`config.mk`:
```
export PLATFORM = sky130hd
export DESIGN_NAME = gravity_axis_shake_detector_core
export DESIGN_NICKNAME = d
export VERILOG_FILES = /design/src/rtl/gsd_pkg.sv /design/src/rtl/gsd_mul.sv /design/src/rtl/gravity_axis_shake_detector_core.sv
export SDC_FILE = /design/constraint.sdc
export NUM_CORES = 2
export LEC_CHECK = 0
export ABC_CLOCK_PERIOD_IN_PS = 12600
export BUFFER_PORTS_ARGS = -buffer_cell sky130_fd_sc_hd__buf_2
export CORE_MARGIN = 2
export CORE_UTILIZATION = 40
export CTS_BUF_LIST = sky130_fd_sc_hd__clkbuf_4
export DETAILED_ROUTE_END_ITERATION = 8
export SYNTH_ARGS = -nofsm -noshare
export SYNTH_HDL_FRONTEND = slang
export SYNTH_HIERARCHICAL = 1
export SYNTH_SLANG_ARGS = --single-unit
```
`constraint.sdc`:
```
create_clock -name clk -period 12.6 [get_ports clk]
set_input_delay 1.26 -clock clk [delete_from_list [all_inputs] [get_ports clk]]
set_output_delay 1.26 -clock clk [all_outputs]
set_load 0.02 [all_outputs]
```
`src/rtl/gsd_pkg.sv`:
```
`timescale 1ns / 1ps
`default_nettype none
// ----------------------------------------------------------------------------
// gsd_pkg - shared types and constants of the gravity-axis shake detector
// Datapath widths, sequencer step codes, register indexes, direction codes.
// ----------------------------------------------------------------------------
package gsd_pkg;

  localparam int MUL_W      = 33;
  localparam int PROD_W     = 2 * MUL_W;
  localparam int ACC_W      = 16;
  localparam int LO_W       = 16;
  localparam int NUM_W      = 35;
  localparam int N2_W       = 32;
  localparam int MAG_W      = 32;
  localparam int SQ_W       = 2 * MAG_W;
  localparam int THR2_W     = 30;
  localparam int RHS_W      = 62;
  localparam int HALF_W     = 4;
  localparam int STEP_W     = 5;
  localparam int CFG_IDX_W  = 3;
  localparam int CFG_DATA_W = 16;

  typedef enum logic [1:0] {
    ST_IDLE,
    ST_CALC,
    ST_DONE
  } state_t;

  typedef logic [STEP_W-1:0] step_t;

  // one multiplier issue per step; each product is registered before it is consumed
  localparam step_t STEP_GLO0  = 5'd0;
  localparam step_t STEP_GHI0  = 5'd1;
  localparam step_t STEP_GLO1  = 5'd2;
  localparam step_t STEP_GHI1  = 5'd3;
  localparam step_t STEP_GLO2  = 5'd4;
  localparam step_t STEP_GHI2  = 5'd5;
  localparam step_t STEP_PDG0  = 5'd6;
  localparam step_t STEP_PGG0  = 5'd7;
  localparam step_t STEP_PDG1  = 5'd8;
  localparam step_t STEP_PGG1  = 5'd9;
  localparam step_t STEP_PDG2  = 5'd10;
  localparam step_t STEP_PGG2  = 5'd11;
  localparam step_t STEP_MING  = 5'd12;
  localparam step_t STEP_THR2  = 5'd13;
  localparam step_t STEP_THRN  = 5'd14;
  localparam step_t STEP_NUMSQ = 5'd15;
  localparam step_t STEP_CMP   = 5'd16;

  typedef logic [1:0] axis_t;
  localparam axis_t AX_X = 2'd0;
  localparam axis_t AX_Y = 2'd1;
  localparam axis_t AX_Z = 2'd2;

  typedef logic signed [1:0] dir_t;
  localparam dir_t DIR_NONE = 2'b00;
  localparam dir_t DIR_UP   = 2'b01;
  localparam dir_t DIR_DOWN = 2'b11;

  typedef logic [CFG_IDX_W-1:0] cfg_idx_t;
  localparam cfg_idx_t CFG_FILTER_GAIN     = 3'd0;
  localparam cfg_idx_t CFG_SWING_THRESHOLD = 3'd1;
  localparam cfg_idx_t CFG_MIN_GRAVITY     = 3'd2;
  localparam cfg_idx_t CFG_HALVES_NEEDED   = 3'd3;
  localparam cfg_idx_t CFG_WINDOW_MS       = 3'd4;
  localparam cfg_idx_t CFG_COOLDOWN_MS     = 3'd5;

  localparam logic [15:0] GAIN_RST   = 16'd3277;
  localparam logic [14:0] THR_RST    = 15'd4915;
  localparam logic [14:0] MING_RST   = 15'd1229;
  localparam logic [3:0]  NEEDED_RST = 4'd3;
  localparam logic [15:0] WIN_RST    = 16'd900;
  localparam logic [15:0] COOL_RST   = 16'd2000;

  localparam logic [HALF_W-1:0] HALF_MAX = 4'd15;

endpackage
`default_nettype wire

```
`src/rtl/gsd_mul.sv`:
```
`timescale 1ns / 1ps
`default_nettype none
// ----------------------------------------------------------------------------
// gsd_mul - shared signed multiplier
// 33 x 33 signed multiply with a registered 66-bit product.
// ----------------------------------------------------------------------------
module gsd_mul (
  input  logic                               clk,
  input  logic signed [gsd_pkg::MUL_W-1:0]   a,
  input  logic signed [gsd_pkg::MUL_W-1:0]   b,
  output logic signed [gsd_pkg::PROD_W-1:0]  p
);
  import gsd_pkg::*;

  always_ff @(posedge clk) begin
    p <= PROD_W'(a) * PROD_W'(b);
  end

endmodule
`default_nettype wire

```
`src/rtl/gravity_axis_shake_detector_core.sv`:
```
`timescale 1ns / 1ps
`default_nettype none
// ----------------------------------------------------------------------------
// gravity_axis_shake_detector_core - gravity-projected shake detector
// Low-pass gravity per axis, projection of the dynamic part onto gravity,
// up/down classing by squared compares, half-swing counting with window
// and cooldown. All products run through one shared multiplier.
//
//   channel  | handshake                  | beat
//   sample   | sample_valid/sample_stall  | accel_x, accel_y, accel_z, time_ms
//   result   | result_valid/result_stall  | shake, half_count, direction, axis_ok
//   config   | cfg_wr_en                  | cfg_index, cfg_data
//
// Each sample runs through 17 sequencer steps issuing 16 products on the
// single 33x33 multiplier, then the decision/load of the result register;
// no new sample is accepted until that result has been loaded.
// Reset loads default register values; the first sample seeds gravity.
// A result stalled downstream holds the block in its decision step.
// ----------------------------------------------------------------------------
module gravity_axis_shake_detector_core #(
  parameter int EXTRA_FRAC_BITS = 16,
  parameter int TIME_BITS       = 32
) (
  input  logic                                 clk,
  input  logic                                 rst,
  input  logic                                 sample_valid,
  output logic                                 sample_stall,
  input  logic signed [15:0]                   accel_x,
  input  logic signed [15:0]                   accel_y,
  input  logic signed [15:0]                   accel_z,
  input  logic [31:0]                          time_ms,
  output logic                                 result_valid,
  input  logic                                 result_stall,
  output logic                                 shake,
  output logic [3:0]                           half_count,
  output logic signed [1:0]                    direction,
  output logic                                 axis_ok,
  input  logic                                 cfg_wr_en,
  input  logic [gsd_pkg::CFG_IDX_W-1:0]        cfg_index,
  input  logic [gsd_pkg::CFG_DATA_W-1:0]       cfg_data
);
  import gsd_pkg::*;

  localparam int GW   = ACC_W + EXTRA_FRAC_BITS;
  localparam int DW   = GW + 1;
  localparam int SUMW = GW + 2;

  state_t                    state, state_next;
  step_t                     step;
  logic                      accept, load_out;

  logic [15:0]               gain;
  logic [14:0]               thr;
  logic [14:0]               ming;
  logic [3:0]                needed;
  logic [15:0]               win;
  logic [15:0]               cool;

  logic signed [ACC_W-1:0]   acc [3];
  logic signed [GW-1:0]      grav [3];
  logic [TIME_BITS-1:0]      tnow;
  logic                      primed;

  logic signed [MUL_W-1:0]   op_a, op_b;
  logic signed [PROD_W-1:0]  prod;
  step_t                     ptag;
  logic                      pvld;

  axis_t                     ax_i;
  logic signed [ACC_W-1:0]   a_i;
  logic signed [GW-1:0]      g_i;
  logic signed [GW-1:0]      a_fix;
  logic signed [DW-1:0]      diff;
  logic signed [ACC_W-1:0]   gr_i;
  logic signed [ACC_W:0]     dyn;

  axis_t                     ax_w;
  logic signed [GW-1:0]      g_w;
  logic signed [GW:0]        hi_term;
  logic [SUMW-1:0]           g_sum;
  logic signed [GW-1:0]      g_new;

  logic [LO_W-1:0]           lo_term;
  logic signed [NUM_W-1:0]   num;
  logic [NUM_W-1:0]          mag_full;
  logic [N2_W-1:0]           n2;
  logic [MAG_W-1:0]          mag;
  logic                      big;
  logic [RHS_W-1:0]          rhs;
  logic                      ok;
  logic                      exc;

  logic [HALF_W-1:0]         halves, halves_next;
  dir_t                      last_dir, last_dir_next;
  logic [TIME_BITS-1:0]      win_start, win_start_next;
  logic [TIME_BITS-1:0]      last_fire, last_fire_next;
  logic [TIME_BITS-1:0]      win_age, fire_age;
  dir_t                      dir_out;
  logic                      fire;

  // ---------------- sequencer ----------------
  always_comb begin
    state_next = state;
    case (state)
      ST_IDLE: begin
        if (accept) state_next = ST_CALC;
      end
      ST_CALC: begin
        if (step == STEP_CMP) state_next = ST_DONE;
      end
      ST_DONE: begin
        if (load_out) state_next = ST_IDLE;
      end
      default: state_next = ST_IDLE;
    endcase
  end

  always_comb begin
    sample_stall = 1'b1;
    load_out     = 1'b0;
    case (state)
      ST_IDLE: sample_stall = 1'b0;
      ST_DONE: load_out = !result_valid || !result_stall;
      default: ;
    endcase
  end

  assign accept = sample_valid && !sample_stall;

  // ---------------- operand select ----------------
  always_comb begin
    if (step < STEP_PDG0) begin
      ax_i = axis_t'(step >> 1);
    end else begin
      ax_i = axis_t'((step - STEP_PDG0) >> 1);
    end
    case (ax_i)
      AX_Y: begin
        a_i = acc[1];
        g_i = grav[1];
      end
      AX_Z: begin
        a_i = acc[2];
        g_i = grav[2];
      end
      default: begin
        a_i = acc[0];
        g_i = grav[0];
      end
    endcase
  end

  assign a_fix    = {a_i, {EXTRA_FRAC_BITS{1'b0}}};
  assign diff     = DW'(a_fix) - DW'(g_i);
  assign gr_i     = g_i[GW-1:EXTRA_FRAC_BITS];
  assign dyn      = (ACC_W + 1)'(a_i) - (ACC_W + 1)'(gr_i);
  assign mag_full = num[NUM_W-1] ? NUM_W'(-num) : NUM_W'(num);

  always_comb begin
    op_a = '0;
    op_b = '0;
    case (step)
      STEP_GLO0, STEP_GLO1, STEP_GLO2: begin
        op_a = MUL_W'(gain);
        op_b = MUL_W'(diff[LO_W-1:0]);
      end
      STEP_GHI0, STEP_GHI1, STEP_GHI2: begin
        op_a = MUL_W'(gain);
        op_b = MUL_W'($signed(diff[DW-1:LO_W]));
      end
      STEP_PDG0, STEP_PDG1, STEP_PDG2: begin
        op_a = MUL_W'(dyn);
        op_b = MUL_W'(gr_i);
      end
      STEP_PGG0, STEP_PGG1, STEP_PGG2: begin
        op_a = MUL_W'(gr_i);
        op_b = MUL_W'(gr_i);
      end
      STEP_MING: begin
        op_a = MUL_W'(ming);
        op_b = MUL_W'(ming);
      end
      STEP_THR2: begin
        op_a = MUL_W'(thr);
        op_b = MUL_W'(thr);
      end
      STEP_THRN: begin
        op_a = MUL_W'(prod[THR2_W-1:0]);
        op_b = MUL_W'(n2);
      end
      STEP_NUMSQ: begin
        op_a = MUL_W'(mag);
        op_b = MUL_W'(mag);
      end
      default: ;
    endcase
  end

  gsd_mul u_mul (
    .clk (clk),
    .a   (op_a),
    .b   (op_b),
    .p   (prod)
  );

  // ---------------- gravity write-back ----------------
  always_comb begin
    ax_w = axis_t'(ptag >> 1);
    case (ax_w)
      AX_Y:    g_w = grav[1];
      AX_Z:    g_w = grav[2];
      default: g_w = grav[0];
    endcase
  end

  assign hi_term = prod[GW:0];
  assign g_sum   = SUMW'(g_w) + SUMW'(hi_term) + SUMW'(lo_term);
  assign g_new   = g_sum[GW-1:0];

  // ---------------- decision ----------------
  assign win_age  = tnow - win_start;
  assign fire_age = tnow - last_fire;

  always_comb begin
    dir_out        = DIR_NONE;
    halves_next    = halves;
    last_dir_next  = last_dir;
    win_start_next = win_start;
    last_fire_next = last_fire;
    fire           = 1'b0;
    if (ok) begin
      if (num != '0 && exc) dir_out = num[NUM_W-1] ? DIR_DOWN : DIR_UP;
      if (halves != '0 && win_age > TIME_BITS'(win)) begin
        halves_next   = '0;
        last_dir_next = DIR_NONE;
      end
      if (dir_out != DIR_NONE && dir_out != last_dir_next) begin
        if (halves_next == '0) win_start_next = tnow;
        if (halves_next != HALF_MAX) halves_next = halves_next + HALF_W'(1);
        last_dir_next = dir_out;
        if (halves_next >= needed && fire_age > TIME_BITS'(cool)) begin
          last_fire_next = tnow;
          halves_next    = '0;
          last_dir_next  = DIR_NONE;
          fire           = 1'b1;
        end
      end
    end
  end

  // ---------------- control registers ----------------
  always_ff @(posedge clk) begin
    if (rst) begin
      state        <= ST_IDLE;
      step         <= '0;
      pvld         <= 1'b0;
      primed       <= 1'b0;
      result_valid <= 1'b0;
      halves       <= '0;
      last_dir     <= DIR_NONE;
      win_start    <= '0;
      last_fire    <= '0;
      gain         <= GAIN_RST;
      thr          <= THR_RST;
      ming         <= MING_RST;
      needed       <= NEEDED_RST;
      win          <= WIN_RST;
      cool         <= COOL_RST;
    end else begin
      state <= state_next;
      pvld  <= (state == ST_CALC);
      if (accept) begin
        step   <= '0;
        primed <= 1'b1;
      end else if (state == ST_CALC) begin
        step <= step + STEP_W'(1);
      end
      if (load_out) begin
        result_valid <= 1'b1;
        halves       <= halves_next;
        last_dir     <= last_dir_next;
        win_start    <= win_start_next;
        last_fire    <= last_fire_next;
      end else if (!result_stall) begin
        result_valid <= 1'b0;
      end
      if (cfg_wr_en) begin
        case (cfg_index)
          CFG_FILTER_GAIN:     gain   <= cfg_data;
          CFG_SWING_THRESHOLD: thr    <= cfg_data[14:0];
          CFG_MIN_GRAVITY:     ming   <= cfg_data[14:0];
          CFG_HALVES_NEEDED:   needed <= cfg_data[3:0];
          CFG_WINDOW_MS:       win    <= cfg_data;
          CFG_COOLDOWN_MS:     cool   <= cfg_data;
          default: ;
        endcase
      end
    end
  end

  // ---------------- datapath registers ----------------
  always_ff @(posedge clk) begin
    ptag <= step;
    if (accept) begin
      acc[0] <= accel_x;
      acc[1] <= accel_y;
      acc[2] <= accel_z;
      tnow   <= TIME_BITS'(time_ms);
      num    <= '0;
      n2     <= '0;
      if (!primed) begin
        grav[0] <= {accel_x, {EXTRA_FRAC_BITS{1'b0}}};
        grav[1] <= {accel_y, {EXTRA_FRAC_BITS{1'b0}}};
        grav[2] <= {accel_z, {EXTRA_FRAC_BITS{1'b0}}};
      end
    end
    if (state == ST_CALC && step == STEP_THRN) begin
      mag <= mag_full[MAG_W-1:0];
      big <= |mag_full[NUM_W-1:MAG_W];
    end
    if (pvld) begin
      case (ptag)
        STEP_GLO0, STEP_GLO1, STEP_GLO2: lo_term <= prod[2*LO_W-1:LO_W];
        STEP_GHI0, STEP_GHI1, STEP_GHI2: begin
          case (ax_w)
            AX_Y:    grav[1] <= g_new;
            AX_Z:    grav[2] <= g_new;
            default: grav[0] <= g_new;
          endcase
        end
        STEP_PDG0, STEP_PDG1, STEP_PDG2: num <= num + $signed(prod[NUM_W-1:0]);
        STEP_PGG0, STEP_PGG1, STEP_PGG2: n2 <= n2 + prod[N2_W-1:0];
        STEP_MING:  ok  <= n2 > prod[N2_W-1:0];
        STEP_THRN:  rhs <= prod[RHS_W-1:0];
        STEP_NUMSQ: exc <= big || (prod[SQ_W-1:0] > SQ_W'(rhs));
        default: ;
      endcase
    end
    if (load_out) begin
      shake      <= fire;
      half_count <= halves_next;
      direction  <= dir_out;
      axis_ok    <= ok;
    end
  end

  // ---------------- assertions ----------------
  a_result_from_done: assert property (@(posedge clk) disable iff (rst)
    $rose(result_valid) |-> $past(state) == ST_DONE)
    else $error("result beat raised outside the decision step");

  a_dir_needs_gravity: assert property (@(posedge clk) disable iff (rst)
    (result_valid && direction != DIR_NONE) |-> axis_ok)
    else $error("direction reported with weak gravity");

  a_shake_clears_count: assert property (@(posedge clk) disable iff (rst)
    (result_valid && shake) |-> (half_count == '0))
    else $error("shake beat with nonzero half count");

  a_primed_after_accept: assert property (@(posedge clk) disable iff (rst)
    accept |=> primed)
    else $error("gravity not seeded after first sample");

  a_step_bound: assert property (@(posedge clk) disable iff (rst)
    (state == ST_CALC) |-> (step <= STEP_CMP))
    else $error("sequencer step out of range");

endmodule
`default_nettype wire
```
==> load_flow_metrics.sql <==
INSERT INTO impl_metrics (metric_group, metric, value, unit) VALUES
('synthesis', 'synth_warnings', '6', ''),
('setup_path', 'cp-start-kind', 'flop', ''),
('cts', 'cts_htree_levels', '4', ''),
('status', 'outcome', 'finished clean', ''),
('cts', 'cts_buffer_depth', '3', ''),
('floorplanning', 'top_level_ports', '114', ''),
('floorplanning', 'die_x', '439', 'um'),
('finish', 'utilization', '0.446', ''),
('cts', 'clock_tree_from_tritoncts', 'yes', ''),
('floorplanning', 'die-height', '439', 'um'),
('cts', 'number_of_buffers_added_to_fix_hold_violations_after_cts', '0', ''),
('setup_path', 'r2r_cells', '45', ''),
('synthesis', 'synthesis.nets', '10100', ''),
('setup_path', 'cp_common_cell', 'sky130_fd_sc_hd__fa_1', ''),
('pwr', 'p_switching', '7.89', 'mW'),
('drt', 'first_iter_violations', '5200', ''),
('setup_path', 'cp_max_fo', '26', ''),
('cts', 'path_clk_slew', '70', 'ps'),
('sta', 'highest_achievable_clock_rate', '82.3', 'MHz'),
('pwr', 'pwr_density_cell', '191', 'nW/um^2'),
('drt', 'drc_errors', '0', ''),
('pwr', 'leakagePower', '39.4', 'nW'),
('global_routing', 'globalRouteTotalUtil', '0.247', ''),
('hold_path', 'hold_path.class', 'in2reg', ''),
('global_routing', 'grt_pass1_vias', '61700', ''),
('hold_path', 'hold-path-endpoint', 'tnow[13]', ''),
('run', 'maxCapViolations', '0', ''),
('setup_path', 'critPathMaxStageDelay', '540', 'ps'),
('synthesis', 'synthesis.instances', '8261', ''),
('sta', 'final_min_period_over_clock_period', '0.964', ''),
('drt', 'routedWlPerCell', '21.4', 'um'),
('drt', 'drt_first_pass_iters', '9', ''),
('drt', 'num_vias', '59900', ''),
('floorplanning', 'die-area', '193000', 'sq um'),
('setup_path', 'worst_r2r_endpoint', 'u_mul/p[55]', ''),
('hold_path', 'start_point_of_the_worst_hold_path', 'time_ms[13]', ''),
('setup_path', 'cp_data_required_time', '13550', 'ps'),
('floorplanning', 'placement_rows', '159', ''),
('setup_path', 'critPathLaunch', 'step[1]', ''),
('global_routing', 'grt_overflow', '0', ''),
('setup_path', 'r2r_setup_slack', '450', 'ps'),
('cts', 'clk_root_buffer_cell', 'sky130_fd_sc_hd__clkbuf_4', ''),
('sta', 'worst_clock_skew', '96.3', 'ps'),
('pwr', 'combinationalPowerShare', '0.719', ''),
('finish', 'final_layout_size_suffix_gt1_frac', '0.105', ''),
('cts', 'numCtsBuffers', '173', ''),
('pwr', 'swShare', '0.494', ''),
('synthesis', 'mean_syn_cell_area', '9.17', 'sq um'),
('setup_path', 'critical_path.endpoint_type', 'flop', ''),
('setup_path', 'slowest_stage', 'sky130_fd_sc_hd__fa_1', ''),
('sta', 'min_period', '12150', 'ps'),
('finish', 'nFillCells', '18200', ''),
('sta', 'final_hold_viol_count', '0', ''),
('floorplanning', 'initial_core_util', '0.403', ''),
('cts', 'clock_latency', '1150', 'ps'),
('setup_path', 'worstPathArrival', '13110', 'ps'),
('sta', 'post-route-worst-setup-slack', '447', 'ps'),
('pwr', 'clock_power_share', '0.125', ''),
('synthesis', 'synth.cell_area', '75700', 'sq um'),
('pwr', 'seq_power_share', '0.156', ''),
('setup_path', 'worst-setup-path-type', 'reg2reg', ''),
('sta', 'final.setup.tns', '0', 'ps'),
('sta', 'tightest_slew', '1410', 'ps'),
('global_routing', 'grt_antenna_before_repair', '9', ''),
('drt', 'drt-vias-per-instance', '5.38', ''),
('drt', 'route.final.wire_length', '238', 'mm'),
('placement', 'dp_slack', '69.3', 'ps'),
('finish', 'num-nets-final', '10300', ''),
('floorplanning', 'placeableCoreArea', '188000', 'sq um'),
('finish', 'synthToLayoutAreaGrowth', '10.6', '%'),
('global_routing', 'grt_start_max_net_pins', '119', ''),
('pwr', 'p_int', '8.08', 'mW'),
('placement', 'buffer_ports.inserted', '113', ''),
('sta', 'finalSetupViolations', '0', ''),
('hold_path', 'worstHoldPathCells', '1', ''),
('sta', 'timing_max_transition_violations_final', '0', ''),
('setup_path', 'critical_path.reg2reg.startpoint', 'step[1]', ''),
('sta', 'worst_relative_slew_slack', '0.0622', ''),
('drt', 'ant_nets', '0', ''),
('placement', 'globalplace.congestion', '0.943', ''),
('global_routing', 'wire_length_of_the_first_global_routing_pass', '367', 'mm'),
('placement', 'post-dp-hpwl', '185', 'mm'),
('pwr', 'vdd.ir_drop.worst', '0.676', 'mV'),
('cts', 'cts_sinks', '595', '');
==> worst max-delay path: cells and delay by family, from the launching register on <==
family          cells  cell delay, ps
fa+ha+maj          12            5440
compound gates     14            2960
buf+inv            11            1380
simple gates        6            1210
flops               1             380
mux                 1             380
xor+xnor            1             160
==> layout by cell type, fill, tap and decap left out, types with 172 or more instances in the layout <==
cell type / instances
sky130_fd_sc_hd__a21oi_1: 368
sky130_fd_sc_hd__fa_1: 1157
sky130_fd_sc_hd__inv_1: 1463
sky130_fd_sc_hd__buf_4: 308
sky130_fd_sc_hd__and2_1: 574
sky130_fd_sc_hd__xnor2_1: 172
sky130_fd_sc_hd__nor2_1: 312
sky130_fd_sc_hd__nand2_1: 908
sky130_fd_sc_hd__dfxtp_1: 298
sky130_fd_sc_hd__edfxtp_1: 297
sky130_fd_sc_hd__ha_1: 543
sky130_fd_sc_hd__clkbuf_4: 253
sky130_fd_sc_hd__o21ai_0: 326
==> registers in the layout (all words and copies together), names as in the netlist, 15 cells and up <==
signal	flops
win_start	32
grav	96
gain	16
ming	15
cool	16
last_fire	32
acc	48
mag	32
n2	32
thr	15
u_mul/p	64
win	16
lo_term	16
rhs	62
num	35
tnow	32
==> metrics by stage <==
| stage | hold WS [ps] | instances | power (mW) | area, sq um |
|---|---|---|---|---|
| finish | 292 | 11100 | 16.0 | 83800 |
| global route | 210 | 11100 | 17.3 | 83800 |
| CTS | 147 | 11100 | 15.9 | 83600 |
| detailed placement | 429 | 10800 | 13.8 | 81200 |
| global placement | 421 | 10800 | 13.6 | 81200 |
| floorplan | 329 | 8261 | 9.88 | 75700 |
==> per-layer routing <==
layer / vias to the layer above / routed length (um) / GRT usage / part of all wire
met5: - / 0 / 0 / 0
met4: 0 / 6310 / 0.0715 / 0.026
met3: 326 / 18800 / 0.0446 / 0.079
met2: 2238 / 105000 / 0.380 / 0.44
met1: 30300 / 108000 / 0.355 / 0.45
li1: 27100 / - / - / -
==> worst max-delay path by stage <==
stage | to
after CTS | u_mul/p[61]
after global placement | u_mul/p[61]
after global routing | u_mul/p[62]
after detailed placement | u_mul/p[61]
after floorplan | u_mul/p[62]
final | u_mul/p[55]
==> power groups by stage <==
stage | Sequential, mW | Clock (mW) | Combinational, mW
2_1_floorplan | 2.43 | 0 | 7.45
3_3_place_gp | 2.52 | 0 | 11.1
3_5_place_dp | 2.52 | 0 | 11.2
4_1_cts | 2.48 | 2.05 | 11.3
5_1_grt | 2.49 | 2.15 | 12.6
6_report | 2.49 | 2.00 | 11.5
==> layout make-up <==
type	count	area, sq um	area share
Sequential cell	595	14900	0.178
Tap cell	2495	3120	0.0373
Multi-Input combinational cell	5808	54400	0.649
Inverter	1464	5500	0.0656
Clock buffer	253	1900	0.0227
Timing Repair Buffer	454	3510	0.0419
Antenna cell	7	17.5	0.000209
Clock inverter	64	479	0.00572
==> what timing repair did <==
action,CTS,global route
pin swaps,0,4
resized for setup,1,37
buffers inserted,0,9
setup endpoints to repair,2,22
endpoints found under the hold margin,0,0
gates cloned,0,1
No activity file was read; power rests on OpenSTA's default activity.
